File: src/rtl/pfmf_pkg.sv
// types, constants and helpers for the polynomial fitness block
package pfmf_pkg;

    localparam int MAX_DEGREE  = 6;
    localparam int NUM_COEF    = MAX_DEGREE + 1;
    localparam int COEF_IDX_W  = $clog2(NUM_COEF);
    localparam int COUNT_WIDTH = 16;
    localparam int FRAC_BITS   = 16;
    localparam int Q_W         = 32;
    localparam int PROD_W      = 2 * Q_W;
    localparam int SUM_W       = 64;
    localparam int MEAN_W      = 46;
    localparam int FIT_W       = 32;
    localparam int POINTS_W    = 16;
    localparam int DEG_W       = 3;
    localparam int CFG_IDX_W   = 4;
    localparam int CFG_DATA_W  = 32;
    localparam int DIV_CNT_W   = $clog2(SUM_W);

    // register indexes on the configuration port
    localparam logic [CFG_IDX_W-1:0] CFG_DEGREE    = CFG_IDX_W'(0);
    localparam logic [CFG_IDX_W-1:0] CFG_COEF_BASE = CFG_IDX_W'(1);
    localparam logic [CFG_IDX_W-1:0] CFG_COEF_LAST = CFG_IDX_W'(NUM_COEF);

    localparam logic [DEG_W-1:0] DEGREE_RESET = DEG_W'(1);

    typedef logic signed [Q_W-1:0] t_q16;

    typedef enum logic [3:0] {
        ST_IDLE,
        ST_MUL,
        ST_ADD,
        ST_DIFF,
        ST_SQ,
        ST_ACC,
        ST_FIN,
        ST_DMEAN,
        ST_DFIT_LD,
        ST_DFIT,
        ST_OUT
    } t_state;

    typedef struct packed {
        logic load;
        logic mul;
        logic add;
        logic diff;
        logic sq;
        logic acc;
        logic div_mean;
        logic div_fit;
        logic div_step;
        logic out_load;
    } t_dp_cmd;

    typedef struct packed {
        logic deg_zero;
        logic k_one;
        logic last;
        logic sum_zero;
        logic div_last;
        logic out_free;
    } t_dp_sts;

    function automatic t_q16 sat_from64(input logic signed [PROD_W-1:0] v);
        logic signed [PROD_W-1:0] hi;
        logic signed [PROD_W-1:0] lo;
        hi = PROD_W'(signed'({1'b0, {(Q_W-1){1'b1}}}));
        lo = -hi - PROD_W'(1);
        if (v > hi) begin
            return t_q16'(hi);
        end else if (v < lo) begin
            return t_q16'(lo);
        end
        return v[Q_W-1:0];
    endfunction

    function automatic t_q16 sat_from33(input logic signed [Q_W:0] v);
        if (v[Q_W] != v[Q_W-1]) begin
            return v[Q_W] ? {1'b1, {(Q_W-1){1'b0}}} : {1'b0, {(Q_W-1){1'b1}}};
        end
        return v[Q_W-1:0];
    endfunction

endpackage

File: src/rtl/pfmf_in_if.sv
// sample point channel
interface pfmf_in_if;
    logic                valid;
    logic                ready;
    pfmf_pkg::t_q16      sample_x;
    pfmf_pkg::t_q16      sample_y;
    logic                last_point;

    modport source (output valid, output sample_x, output sample_y, output last_point,
                    input ready);
    modport sink   (input valid, input sample_x, input sample_y, input last_point,
                    output ready);
endinterface

File: src/rtl/pfmf_out_if.sv
// result channel
interface pfmf_out_if;
    logic                              valid;
    logic                              ready;
    logic [pfmf_pkg::FIT_W-1:0]        fitness_value;
    logic [pfmf_pkg::MEAN_W-1:0]       mean_error;
    logic                              perfect_fit;
    logic [pfmf_pkg::POINTS_W-1:0]     points_seen;

    modport source (output valid, output fitness_value, output mean_error,
                    output perfect_fit, output points_seen, input ready);
    modport sink   (input valid, input fitness_value, input mean_error,
                    input perfect_fit, input points_seen, output ready);
endinterface

File: src/rtl/pfmf_ctrl.sv
// sequencer for evaluation, accumulation, division and result hand-off
module pfmf_ctrl (
    input  logic                i_clk,
    input  logic                i_rst_n,
    input  logic                i_in_valid,
    output logic                o_in_ready,
    input  pfmf_pkg::t_dp_sts   i_sts,
    output pfmf_pkg::t_dp_cmd   o_cmd
);
    import pfmf_pkg::*;

    t_state r_state;
    t_state n_state;

    always_ff @(posedge i_clk) begin
        if (!i_rst_n) begin
            r_state <= ST_IDLE;
        end else begin
            r_state <= n_state;
        end
    end

    always_comb begin
        n_state = r_state;
        unique case (r_state)
            ST_IDLE: begin
                if (i_in_valid) begin
                    n_state = i_sts.deg_zero ? ST_DIFF : ST_MUL;
                end
            end
            ST_MUL:  n_state = ST_ADD;
            ST_ADD:  n_state = i_sts.k_one ? ST_DIFF : ST_MUL;
            ST_DIFF: n_state = ST_SQ;
            ST_SQ:   n_state = ST_ACC;
            ST_ACC:  n_state = i_sts.last ? ST_FIN : ST_IDLE;
            ST_FIN:  n_state = i_sts.sum_zero ? ST_OUT : ST_DMEAN;
            ST_DMEAN: begin
                if (i_sts.div_last) begin
                    n_state = ST_DFIT_LD;
                end
            end
            ST_DFIT_LD: n_state = ST_DFIT;
            ST_DFIT: begin
                if (i_sts.div_last) begin
                    n_state = ST_OUT;
                end
            end
            ST_OUT: begin
                if (i_sts.out_free) begin
                    n_state = ST_IDLE;
                end
            end
            default: n_state = ST_IDLE;
        endcase
    end

    always_comb begin
        o_cmd      = '0;
        o_in_ready = 1'b0;
        unique case (r_state)
            ST_IDLE: begin
                o_in_ready = 1'b1;
                o_cmd.load = i_in_valid;
            end
            ST_MUL:     o_cmd.mul      = 1'b1;
            ST_ADD:     o_cmd.add      = 1'b1;
            ST_DIFF:    o_cmd.diff     = 1'b1;
            ST_SQ:      o_cmd.sq       = 1'b1;
            ST_ACC:     o_cmd.acc      = 1'b1;
            ST_FIN:     o_cmd.div_mean = !i_sts.sum_zero;
            ST_DMEAN:   o_cmd.div_step = 1'b1;
            ST_DFIT_LD: o_cmd.div_fit  = 1'b1;
            ST_DFIT:    o_cmd.div_step = 1'b1;
            ST_OUT:     o_cmd.out_load = i_sts.out_free;
            default: begin
                o_cmd      = '0;
                o_in_ready = 1'b0;
            end
        endcase
    end

endmodule

File: src/rtl/pfmf_dp.sv
// datapath: registers, shared multiplier, error sum and radix-2 divider
module pfmf_dp (
    input  logic                             i_clk,
    input  logic                             i_rst_n,
    input  logic                             i_cfg_we,
    input  logic [pfmf_pkg::CFG_IDX_W-1:0]   i_cfg_idx,
    input  logic [pfmf_pkg::CFG_DATA_W-1:0]  i_cfg_data,
    input  pfmf_pkg::t_q16                   i_sample_x,
    input  pfmf_pkg::t_q16                   i_sample_y,
    input  logic                             i_last_point,
    input  pfmf_pkg::t_dp_cmd                i_cmd,
    output pfmf_pkg::t_dp_sts                o_sts,
    output logic                             o_out_valid,
    input  logic                             i_out_ready,
    output logic [pfmf_pkg::FIT_W-1:0]       o_fitness_value,
    output logic [pfmf_pkg::MEAN_W-1:0]      o_mean_error,
    output logic                             o_perfect_fit,
    output logic [pfmf_pkg::POINTS_W-1:0]    o_points_seen
);
    import pfmf_pkg::*;

    // configuration
    logic [DEG_W-1:0]      r_degree;
    t_q16                  r_coef [NUM_COEF];

    // per-point registers
    t_q16                  r_x;
    t_q16                  r_y;
    logic                  r_last;
    t_q16                  r_acc;
    logic [COEF_IDX_W-1:0] r_k;
    logic [Q_W-1:0]        r_mag;
    logic [PROD_W-1:0]     r_prod;

    // running state
    logic [SUM_W-1:0]       r_sum;
    logic [COUNT_WIDTH-1:0] r_cnt;

    // divider
    logic [SUM_W-1:0]      r_dvd;
    logic [SUM_W-1:0]      r_dvs;
    logic [SUM_W-1:0]      r_rem;
    logic [SUM_W-1:0]      r_quo;
    logic [DIV_CNT_W-1:0]  r_dcnt;
    logic [MEAN_W-1:0]     r_mean;

    // result register
    logic                  r_ov;
    logic [FIT_W-1:0]      r_fit_o;
    logic [MEAN_W-1:0]     r_mean_o;
    logic                  r_perf_o;
    logic [POINTS_W-1:0]   r_pts_o;

    logic [COEF_IDX_W-1:0]    deg_eff;
    logic [COEF_IDX_W-1:0]    coef_sel;
    t_q16                     coef_rd;
    logic signed [Q_W:0]      mul_a;
    logic signed [Q_W:0]      mul_b;
    logic signed [2*Q_W+1:0]  mul_p;
    logic signed [PROD_W-1:0] prod_shift;
    t_q16                     step_t;
    logic signed [Q_W:0]      step_sum;
    logic signed [Q_W:0]      diff;
    logic [SUM_W:0]           sum_ext;
    logic [SUM_W:0]           rem_sh;
    logic                     rem_ge;
    logic [SUM_W-1:0]         rem_nx;
    logic                     sum_zero;

    assign deg_eff  = (r_degree > DEG_W'(MAX_DEGREE)) ? COEF_IDX_W'(MAX_DEGREE)
                                                      : COEF_IDX_W'(r_degree);
    // one read port on the coefficient bank
    assign coef_sel = i_cmd.load ? deg_eff : r_k - COEF_IDX_W'(1);
    assign coef_rd  = r_coef[coef_sel];

    // shared multiplier: signed acc*x or unsigned mag*mag
    assign mul_a = i_cmd.sq ? signed'({1'b0, r_mag}) : signed'({r_acc[Q_W-1], r_acc});
    assign mul_b = i_cmd.sq ? signed'({1'b0, r_mag}) : signed'({r_x[Q_W-1], r_x});
    assign mul_p = mul_a * mul_b;

    // arithmetic shift rounds toward minus infinity
    assign prod_shift = signed'(r_prod) >>> FRAC_BITS;
    assign step_t     = sat_from64(prod_shift);
    assign step_sum   = signed'({step_t[Q_W-1], step_t}) + signed'({coef_rd[Q_W-1], coef_rd});

    assign diff    = signed'({r_acc[Q_W-1], r_acc}) - signed'({r_y[Q_W-1], r_y});
    assign sum_ext = {1'b0, r_sum} + (SUM_W+1)'(r_prod[PROD_W-1:FRAC_BITS]);

    assign rem_sh = {r_rem, r_dvd[SUM_W-1]};
    assign rem_ge = rem_sh >= {1'b0, r_dvs};
    assign rem_nx = rem_ge ? SUM_W'(rem_sh - {1'b0, r_dvs}) : rem_sh[SUM_W-1:0];

    assign sum_zero = (r_sum == '0);

    always_ff @(posedge i_clk) begin
        if (!i_rst_n) begin
            r_degree <= DEGREE_RESET;
            for (int i = 0; i < NUM_COEF; i++) begin
                r_coef[i] <= '0;
            end
        end else if (i_cfg_we) begin
            if (i_cfg_idx == CFG_DEGREE) begin
                r_degree <= i_cfg_data[DEG_W-1:0];
            end else if (i_cfg_idx >= CFG_COEF_BASE && i_cfg_idx <= CFG_COEF_LAST) begin
                r_coef[COEF_IDX_W'(i_cfg_idx - CFG_COEF_BASE)] <= t_q16'(i_cfg_data);
            end
        end
    end

    always_ff @(posedge i_clk) begin
        if (i_cmd.load) begin
            r_x    <= i_sample_x;
            r_y    <= i_sample_y;
            r_last <= i_last_point;
            r_acc  <= coef_rd;
            r_k    <= deg_eff;
        end
        if (i_cmd.mul || i_cmd.sq) begin
            r_prod <= mul_p[PROD_W-1:0];
        end
        if (i_cmd.add) begin
            r_acc <= sat_from33(step_sum);
            r_k   <= r_k - COEF_IDX_W'(1);
        end
        if (i_cmd.diff) begin
            r_mag <= diff[Q_W] ? Q_W'(-diff) : diff[Q_W-1:0];
        end
    end

    always_ff @(posedge i_clk) begin
        if (!i_rst_n) begin
            r_sum <= '0;
            r_cnt <= '0;
        end else if (i_cmd.out_load) begin
            r_sum <= '0;
            r_cnt <= '0;
        end else if (i_cmd.acc) begin
            r_sum <= sum_ext[SUM_W] ? '1 : sum_ext[SUM_W-1:0];
            if (r_cnt != '1) begin
                r_cnt <= r_cnt + COUNT_WIDTH'(1);
            end
        end
    end

    // restoring divider, one quotient bit per cycle, msb first
    always_ff @(posedge i_clk) begin
        if (i_cmd.div_mean) begin
            r_dvd  <= r_sum;
            r_dvs  <= SUM_W'(r_cnt);
            r_rem  <= '0;
            r_quo  <= '0;
            r_dcnt <= '0;
        end else if (i_cmd.div_fit) begin
            r_dvd  <= SUM_W'({r_cnt, {(2*FRAC_BITS){1'b0}}});
            r_dvs  <= r_sum;
            r_rem  <= '0;
            r_quo  <= '0;
            r_dcnt <= '0;
            r_mean <= (|r_quo[SUM_W-1:MEAN_W]) ? '1 : r_quo[MEAN_W-1:0];
        end else if (i_cmd.div_step) begin
            r_dvd  <= {r_dvd[SUM_W-2:0], 1'b0};
            r_rem  <= rem_nx;
            r_quo  <= {r_quo[SUM_W-2:0], rem_ge};
            r_dcnt <= r_dcnt + DIV_CNT_W'(1);
        end
    end

    always_ff @(posedge i_clk) begin
        if (!i_rst_n) begin
            r_ov <= 1'b0;
        end else if (i_cmd.out_load) begin
            r_ov <= 1'b1;
        end else if (i_out_ready) begin
            r_ov <= 1'b0;
        end
    end

    always_ff @(posedge i_clk) begin
        if (i_cmd.out_load) begin
            r_perf_o <= sum_zero;
            r_pts_o  <= POINTS_W'(r_cnt);
            if (sum_zero) begin
                r_fit_o  <= '1;
                r_mean_o <= '0;
            end else begin
                r_fit_o  <= (|r_quo[SUM_W-1:FIT_W]) ? '1 : r_quo[FIT_W-1:0];
                r_mean_o <= r_mean;
            end
        end
    end

    assign o_sts.deg_zero = (deg_eff == '0);
    assign o_sts.k_one    = (r_k == COEF_IDX_W'(1));
    assign o_sts.last     = r_last;
    assign o_sts.sum_zero = sum_zero;
    assign o_sts.div_last = (r_dcnt == '1);
    assign o_sts.out_free = !r_ov || i_out_ready;

    assign o_out_valid     = r_ov;
    assign o_fitness_value = r_fit_o;
    assign o_mean_error    = r_mean_o;
    assign o_perfect_fit   = r_perf_o;
    assign o_points_seen   = r_pts_o;

endmodule

File: src/rtl/poly_fit_mse_fitness_top.sv
// Polynomial fitness scorer: the user is to write the degree and coefficients (signed Q16.16)
// on the configuration port while the block is idle; the block itself does not enforce this.
// Each sample word is evaluated by Horner's rule with saturation, its squared error is added
// to a saturating 64-bit sum, and the word marked last produces one result word (fitness =
// count/sum, mean error, perfect-fit flag, point count) after which the sum and count start
// again from zero. The Horner steps and the square share a single multiplier. A last point
// also runs two 64-step bit-serial divisions (mean, then fitness); with a zero sum the
// divisions are skipped. Results sit in an output register, so the next sample is taken
// while a result still waits.
module poly_fit_mse_fitness_top (
    input  logic                             i_clk,
    input  logic                             i_rst_n,
    input  logic                             i_cfg_we,
    input  logic [pfmf_pkg::CFG_IDX_W-1:0]   i_cfg_idx,
    input  logic [pfmf_pkg::CFG_DATA_W-1:0]  i_cfg_data,
    pfmf_in_if.sink                          i_sample,
    pfmf_out_if.source                       o_result
);
    import pfmf_pkg::*;

    t_dp_cmd cmd;
    t_dp_sts sts;

    pfmf_ctrl u_ctrl (
        .i_clk      (i_clk),
        .i_rst_n    (i_rst_n),
        .i_in_valid (i_sample.valid),
        .o_in_ready (i_sample.ready),
        .i_sts      (sts),
        .o_cmd      (cmd)
    );

    pfmf_dp u_dp (
        .i_clk           (i_clk),
        .i_rst_n         (i_rst_n),
        .i_cfg_we        (i_cfg_we),
        .i_cfg_idx       (i_cfg_idx),
        .i_cfg_data      (i_cfg_data),
        .i_sample_x      (i_sample.sample_x),
        .i_sample_y      (i_sample.sample_y),
        .i_last_point    (i_sample.last_point),
        .i_cmd           (cmd),
        .o_sts           (sts),
        .o_out_valid     (o_result.valid),
        .i_out_ready     (o_result.ready),
        .o_fitness_value (o_result.fitness_value),
        .o_mean_error    (o_result.mean_error),
        .o_perfect_fit   (o_result.perfect_fit),
        .o_points_seen   (o_result.points_seen)
    );

endmodule

File: src/flat_wrapper.sv
// flat-port wrapper written by rule: the top's interface ports become plain ports
module poly_fit_mse_fitness_top_flat import pfmf_pkg::*;
  (i_clk, i_rst_n, i_cfg_we, i_cfg_idx, i_cfg_data, i_sample_valid, i_sample_sample_x, i_sample_sample_y, i_sample_last_point, i_sample_ready, o_result_valid, o_result_fitness_value, o_result_mean_error, o_result_perfect_fit, o_result_points_seen, o_result_ready);
  pfmf_in_if i_sample_i ();
  pfmf_out_if o_result_i ();
  input  logic i_clk;
  input  logic i_rst_n;
  input  logic i_cfg_we;
  input  logic [pfmf_pkg::CFG_IDX_W-1:0] i_cfg_idx;
  input  logic [pfmf_pkg::CFG_DATA_W-1:0] i_cfg_data;
  input wire logic [$bits(i_sample_i.valid)-1:0] i_sample_valid;
  input wire logic [$bits(i_sample_i.sample_x)-1:0] i_sample_sample_x;
  input wire logic [$bits(i_sample_i.sample_y)-1:0] i_sample_sample_y;
  input wire logic [$bits(i_sample_i.last_point)-1:0] i_sample_last_point;
  output wire logic [$bits(i_sample_i.ready)-1:0] i_sample_ready;
  output wire logic [$bits(o_result_i.valid)-1:0] o_result_valid;
  output wire logic [$bits(o_result_i.fitness_value)-1:0] o_result_fitness_value;
  output wire logic [$bits(o_result_i.mean_error)-1:0] o_result_mean_error;
  output wire logic [$bits(o_result_i.perfect_fit)-1:0] o_result_perfect_fit;
  output wire logic [$bits(o_result_i.points_seen)-1:0] o_result_points_seen;
  input wire logic [$bits(o_result_i.ready)-1:0] o_result_ready;
  assign i_sample_i.valid = i_sample_valid;
  assign i_sample_i.sample_x = i_sample_sample_x;
  assign i_sample_i.sample_y = i_sample_sample_y;
  assign i_sample_i.last_point = i_sample_last_point;
  assign i_sample_ready = i_sample_i.ready;
  assign o_result_valid = o_result_i.valid;
  assign o_result_fitness_value = o_result_i.fitness_value;
  assign o_result_mean_error = o_result_i.mean_error;
  assign o_result_perfect_fit = o_result_i.perfect_fit;
  assign o_result_points_seen = o_result_i.points_seen;
  assign o_result_i.ready = o_result_ready;
  poly_fit_mse_fitness_top u_core (.i_clk(i_clk), .i_rst_n(i_rst_n), .i_cfg_we(i_cfg_we), .i_cfg_idx(i_cfg_idx), .i_cfg_data(i_cfg_data), .i_sample(i_sample_i), .o_result(o_result_i));
endmodule
File: config.mk
export PLATFORM = sky130hd
export DESIGN_NAME = poly_fit_mse_fitness_top_flat
export DESIGN_NICKNAME = d
export VERILOG_FILES = /design/src/rtl/pfmf_pkg.sv /design/src/rtl/pfmf_in_if.sv /design/src/rtl/pfmf_out_if.sv /design/src/rtl/pfmf_ctrl.sv /design/src/rtl/pfmf_dp.sv /design/src/rtl/poly_fit_mse_fitness_top.sv /design/src/flat_wrapper.sv
export SDC_FILE = /design/constraint.sdc
export NUM_CORES = 2
export LEC_CHECK = 0
export ABC_AREA = 1
export BUFFER_PORTS_ARGS = -buffer_cell sky130_fd_sc_hd__buf_2
export CAP_MARGIN = 40
export CORE_ASPECT_RATIO = 0.7
export CORE_MARGIN = 4
export CORE_UTILIZATION = 60
export DETAILED_ROUTE_END_ITERATION = 12
export PLACE_DENSITY = 0.77
export SYNTH_ARGS = -nofsm -noshare
export SYNTH_HDL_FRONTEND = slang
export SYNTH_HIERARCHICAL = 1
export SYNTH_SLANG_ARGS = --single-unit
File: constraint.sdc
create_clock -name i_clk -period 27.4 [get_ports i_clk]
set_input_delay 4.11 -clock i_clk [delete_from_list [all_inputs] [get_ports i_clk]]
set_output_delay 4.11 -clock i_clk [all_outputs]
set_load 0.005 [all_outputs]
==> run metrics <==
max_cap viols 0; Worst EP required 27,890 ps; PostCTS Resize Cnt 0; DR vias 77.5k; number of I/O port buffers between 200 and 250; clock slew at reported path FFs approximately 70 ps; Setup Viol. Count Final 0; core region area 0.148 mm²; Die W between 400 and 500 µm; hold buffers post-CTS 0; Global Route met1 Usage between 50% and 60%; Final Hold Fails 0; number of synthesized register bits 927; CTS tree done; RR Startpoint u_core/u_ctrl/r_state[1]$_SDFFE_PN0P_; placer's final routability congestion estimate about 1.1; largest net degree at the start of global routing about 90; grt met2 use between 50% and 60%; drt total wl between 300,000 and 400,000 µm; TritonCTS Sinks ~930; die area between 0.15 and 0.2 mm²; unrepaired setup endpoints after global routing false; M3 GR Usage about 15%; HP Class flop to flop; Seq/Total Area, Yosys between 20% and 30%; post-CTS setup repair buffer count 0; outcome finished, final reports clean; global route overflow 0; CTS root buf clkbuf_16; normalized max-slew margin a little over a third; Longest Clk Path Bufs 3; vias in the first global route 76.9k; share of layout cells above drive strength 1 5.40%; CTS Buf Count 91; pre-CTS setup slack 17,010 ps; commonest cells in the netlist inv_1 (2,634), nand2_1 (2,466), fa_1 (1,128); First DRT Iteration DRCs 9,740; DP Cell Count about 13k; DP HPWL about 240,000 µm; worst-skew pair later-pin latency ~760 ps; CTS H-tree depth 3; count leader, synth inv_1; GR peak layer met1; CP max stage delay about 870 ps; num rows between 100 and 150; initial antenna violation count 10; Critical Path AT around 11,000 ps; EDFF count, synth about 630; Peak Freq between 90 and 100 MHz; Final Skew 87.5 ps; Top FF cell, synth edfxtp_1; Synth top area share 25.1%; top cell type by total area after synthesis fa_1; gr usage total 39.2%; Worst-Margin Slew a little under 1000 ps; Synth Instances 11.2k; Nets 12.9k; Detailed Routing Iterations Pass 1 7; Final Cycle Share around two fifths; nature of the critical path endpoint flop; I/O Pins ~200; first-pass GRT wire length ~470,000 µm; element type at the critical path start flop; top cells by area, synth fa_1 (25%), edfxtp_1 (21%), inv_1 (11%), nand2_1 (10%), dfxtp_1 (6.7%); Tmin final about 11,000 ps; critical path class flop to flop; hold_sp u_core/u_dp/r_coef[6][31]$_SDFFE_PN0P_; CP Launch Point u_core/u_ctrl/r_state[1]$_SDFFE_PN0P_; post-detailed-route via-to-cell ratio 5.82; Area Overhead vs Synth 7.14%; height of the die 332 µm; CP max stage cell fa_1; Unique masters post-synth 57; DRC viols 0; yosys warns 6; worst setup margin between 15,000 and 20,000 ps; Final Core Density between 60% and 70%; Starting Density a little over 60%; antenna-violating nets left 0; wire per inst roughly 23 µm; Worst Path Max Fanout 63; Synthesized Nets between 10k and 15k; synthesized area per cell 8.00 µm²; Cell Area, Synth between 0.08 and 0.09 mm²; fraction of registers with async set/reset 0%; Slew Viols, Final 0; Final Instance Count excl. Fillers roughly 13k; setup TNS 0 ps
per-layer routing:
metal  vias up  part of all wire [%]
met5         -                 0.041
met4        13                   3.6
met3       682                    15
met2      5005                    40
met1     37400                    41
li1      34400                     -
cell families (layout without fill, tap and decap cells):
family / after synthesis / in the layout / share of synthesized area (%)
and+or+nand+nor: 4098 / 4098 / 18.3
buffers and inverters: 3051 / 3155 / 12.8
adders and majority gates: 1519 / 1519 / 30.6
AOI/OAI and AO/OA: 1441 / 1441 / 8.81
DFF: 927 / 927 / 27.6
xor gates and xnor gates: 197 / 197 / 1.93
other: 0 / 5 / 0
state kept, by name (all words and copies together), names as in the netlist, 32 cells and up:
signal	flops
u_core/u_dp/o_mean_error	46
u_core/u_dp/r_y	32
u_core/u_dp/r_mean	46
u_core/u_dp/r_sum	64
u_core/u_dp/r_dvd	64
u_core/u_dp/r_dvs	64
u_core/u_dp/r_rem	64
u_core/u_dp/r_quo	64
u_core/u_dp/r_acc	32
u_core/u_dp/r_x	32
u_core/u_dp/r_mag	32
u_core/u_dp/r_coef	256
u_core/u_dp/r_prod	48
u_core/u_dp/o_fitness_value	32
placed cells by master, fill, tap and decap left out, types with 29 or more instances in the layout:
master | netlist | layout
a21o_1 | 29 | 29
a21oi_1 | 513 | 512
a31oi_1 | 79 | 79
buf_2 | 30 | 203
buf_4 | 10 | 119
clkbuf_16 | 0 | 92
dfxtp_1 | 302 | 302
edfxtp_1 | 625 | 625
fa_1 | 1128 | 1128
ha_1 | 391 | 391
inv_1 | 2634 | 2626
nand2_1 | 2466 | 2459
nand3_1 | 258 | 258
nand4_1 | 93 | 93
nor2_1 | 1071 | 1063
nor3_1 | 76 | 73
nor4_1 | 45 | 44
o211ai_1 | 31 | 31
o21ai_0 | 504 | 504
o21ai_2 | 4 | 31
o22ai_1 | 143 | 143
xnor2_1 | 81 | 81
xor2_1 | 115 | 115
cell type report:
| class | count | area, µm² |
|---|---|---|
| clock buffer | 125 | 2490 |
| inverter | 2649 | 9950 |
| antenna | 5 | 12.5 |
| fill | 12500 | 52100 |
| multi-input combinational | 7255 | 53800 |
| timing repair buffer | 334 | 2180 |
| clock inverter | 47 | 614 |
| sequential | 927 | 24800 |
| tap | 1980 | 2480 |
critical path: cells and delay by family (launching register included):
kind	cells	cell delay (ps)
and+or+nand+nor	9	2140
adders and majority gates	9	5280
buffers and inverters	12	2250
DFF	1	400
xor gates and xnor gates	1	90
per-stage QoR:
stage | cell area, µm² | hold slack (ps)
2_1_floorplan | 89900 | 430
3_3_place_gp | 92900 | 438
3_5_place_dp | 93200 | 444
4_1_cts | 96300 | 455
5_1_grt | 96300 | 483
6_report | 96300 | 455
final timing paths:
check        slack (ps)                                      to  cells after the start
min reg2reg         450  u_core/u_dp/r_coef[6][31]$_SDFFE_PN0P_                      2
min                 450  u_core/u_dp/r_coef[6][31]$_SDFFE_PN0P_                      2
max               16790        u_core/u_dp/r_prod[58]$_DFFE_PP_                     31
max reg2reg       16790        u_core/u_dp/r_prod[58]$_DFFE_PP_                     31
Power is not shown: default switching activity piles up to over one toggle a cycle in this logic, so the estimate is an artifact.
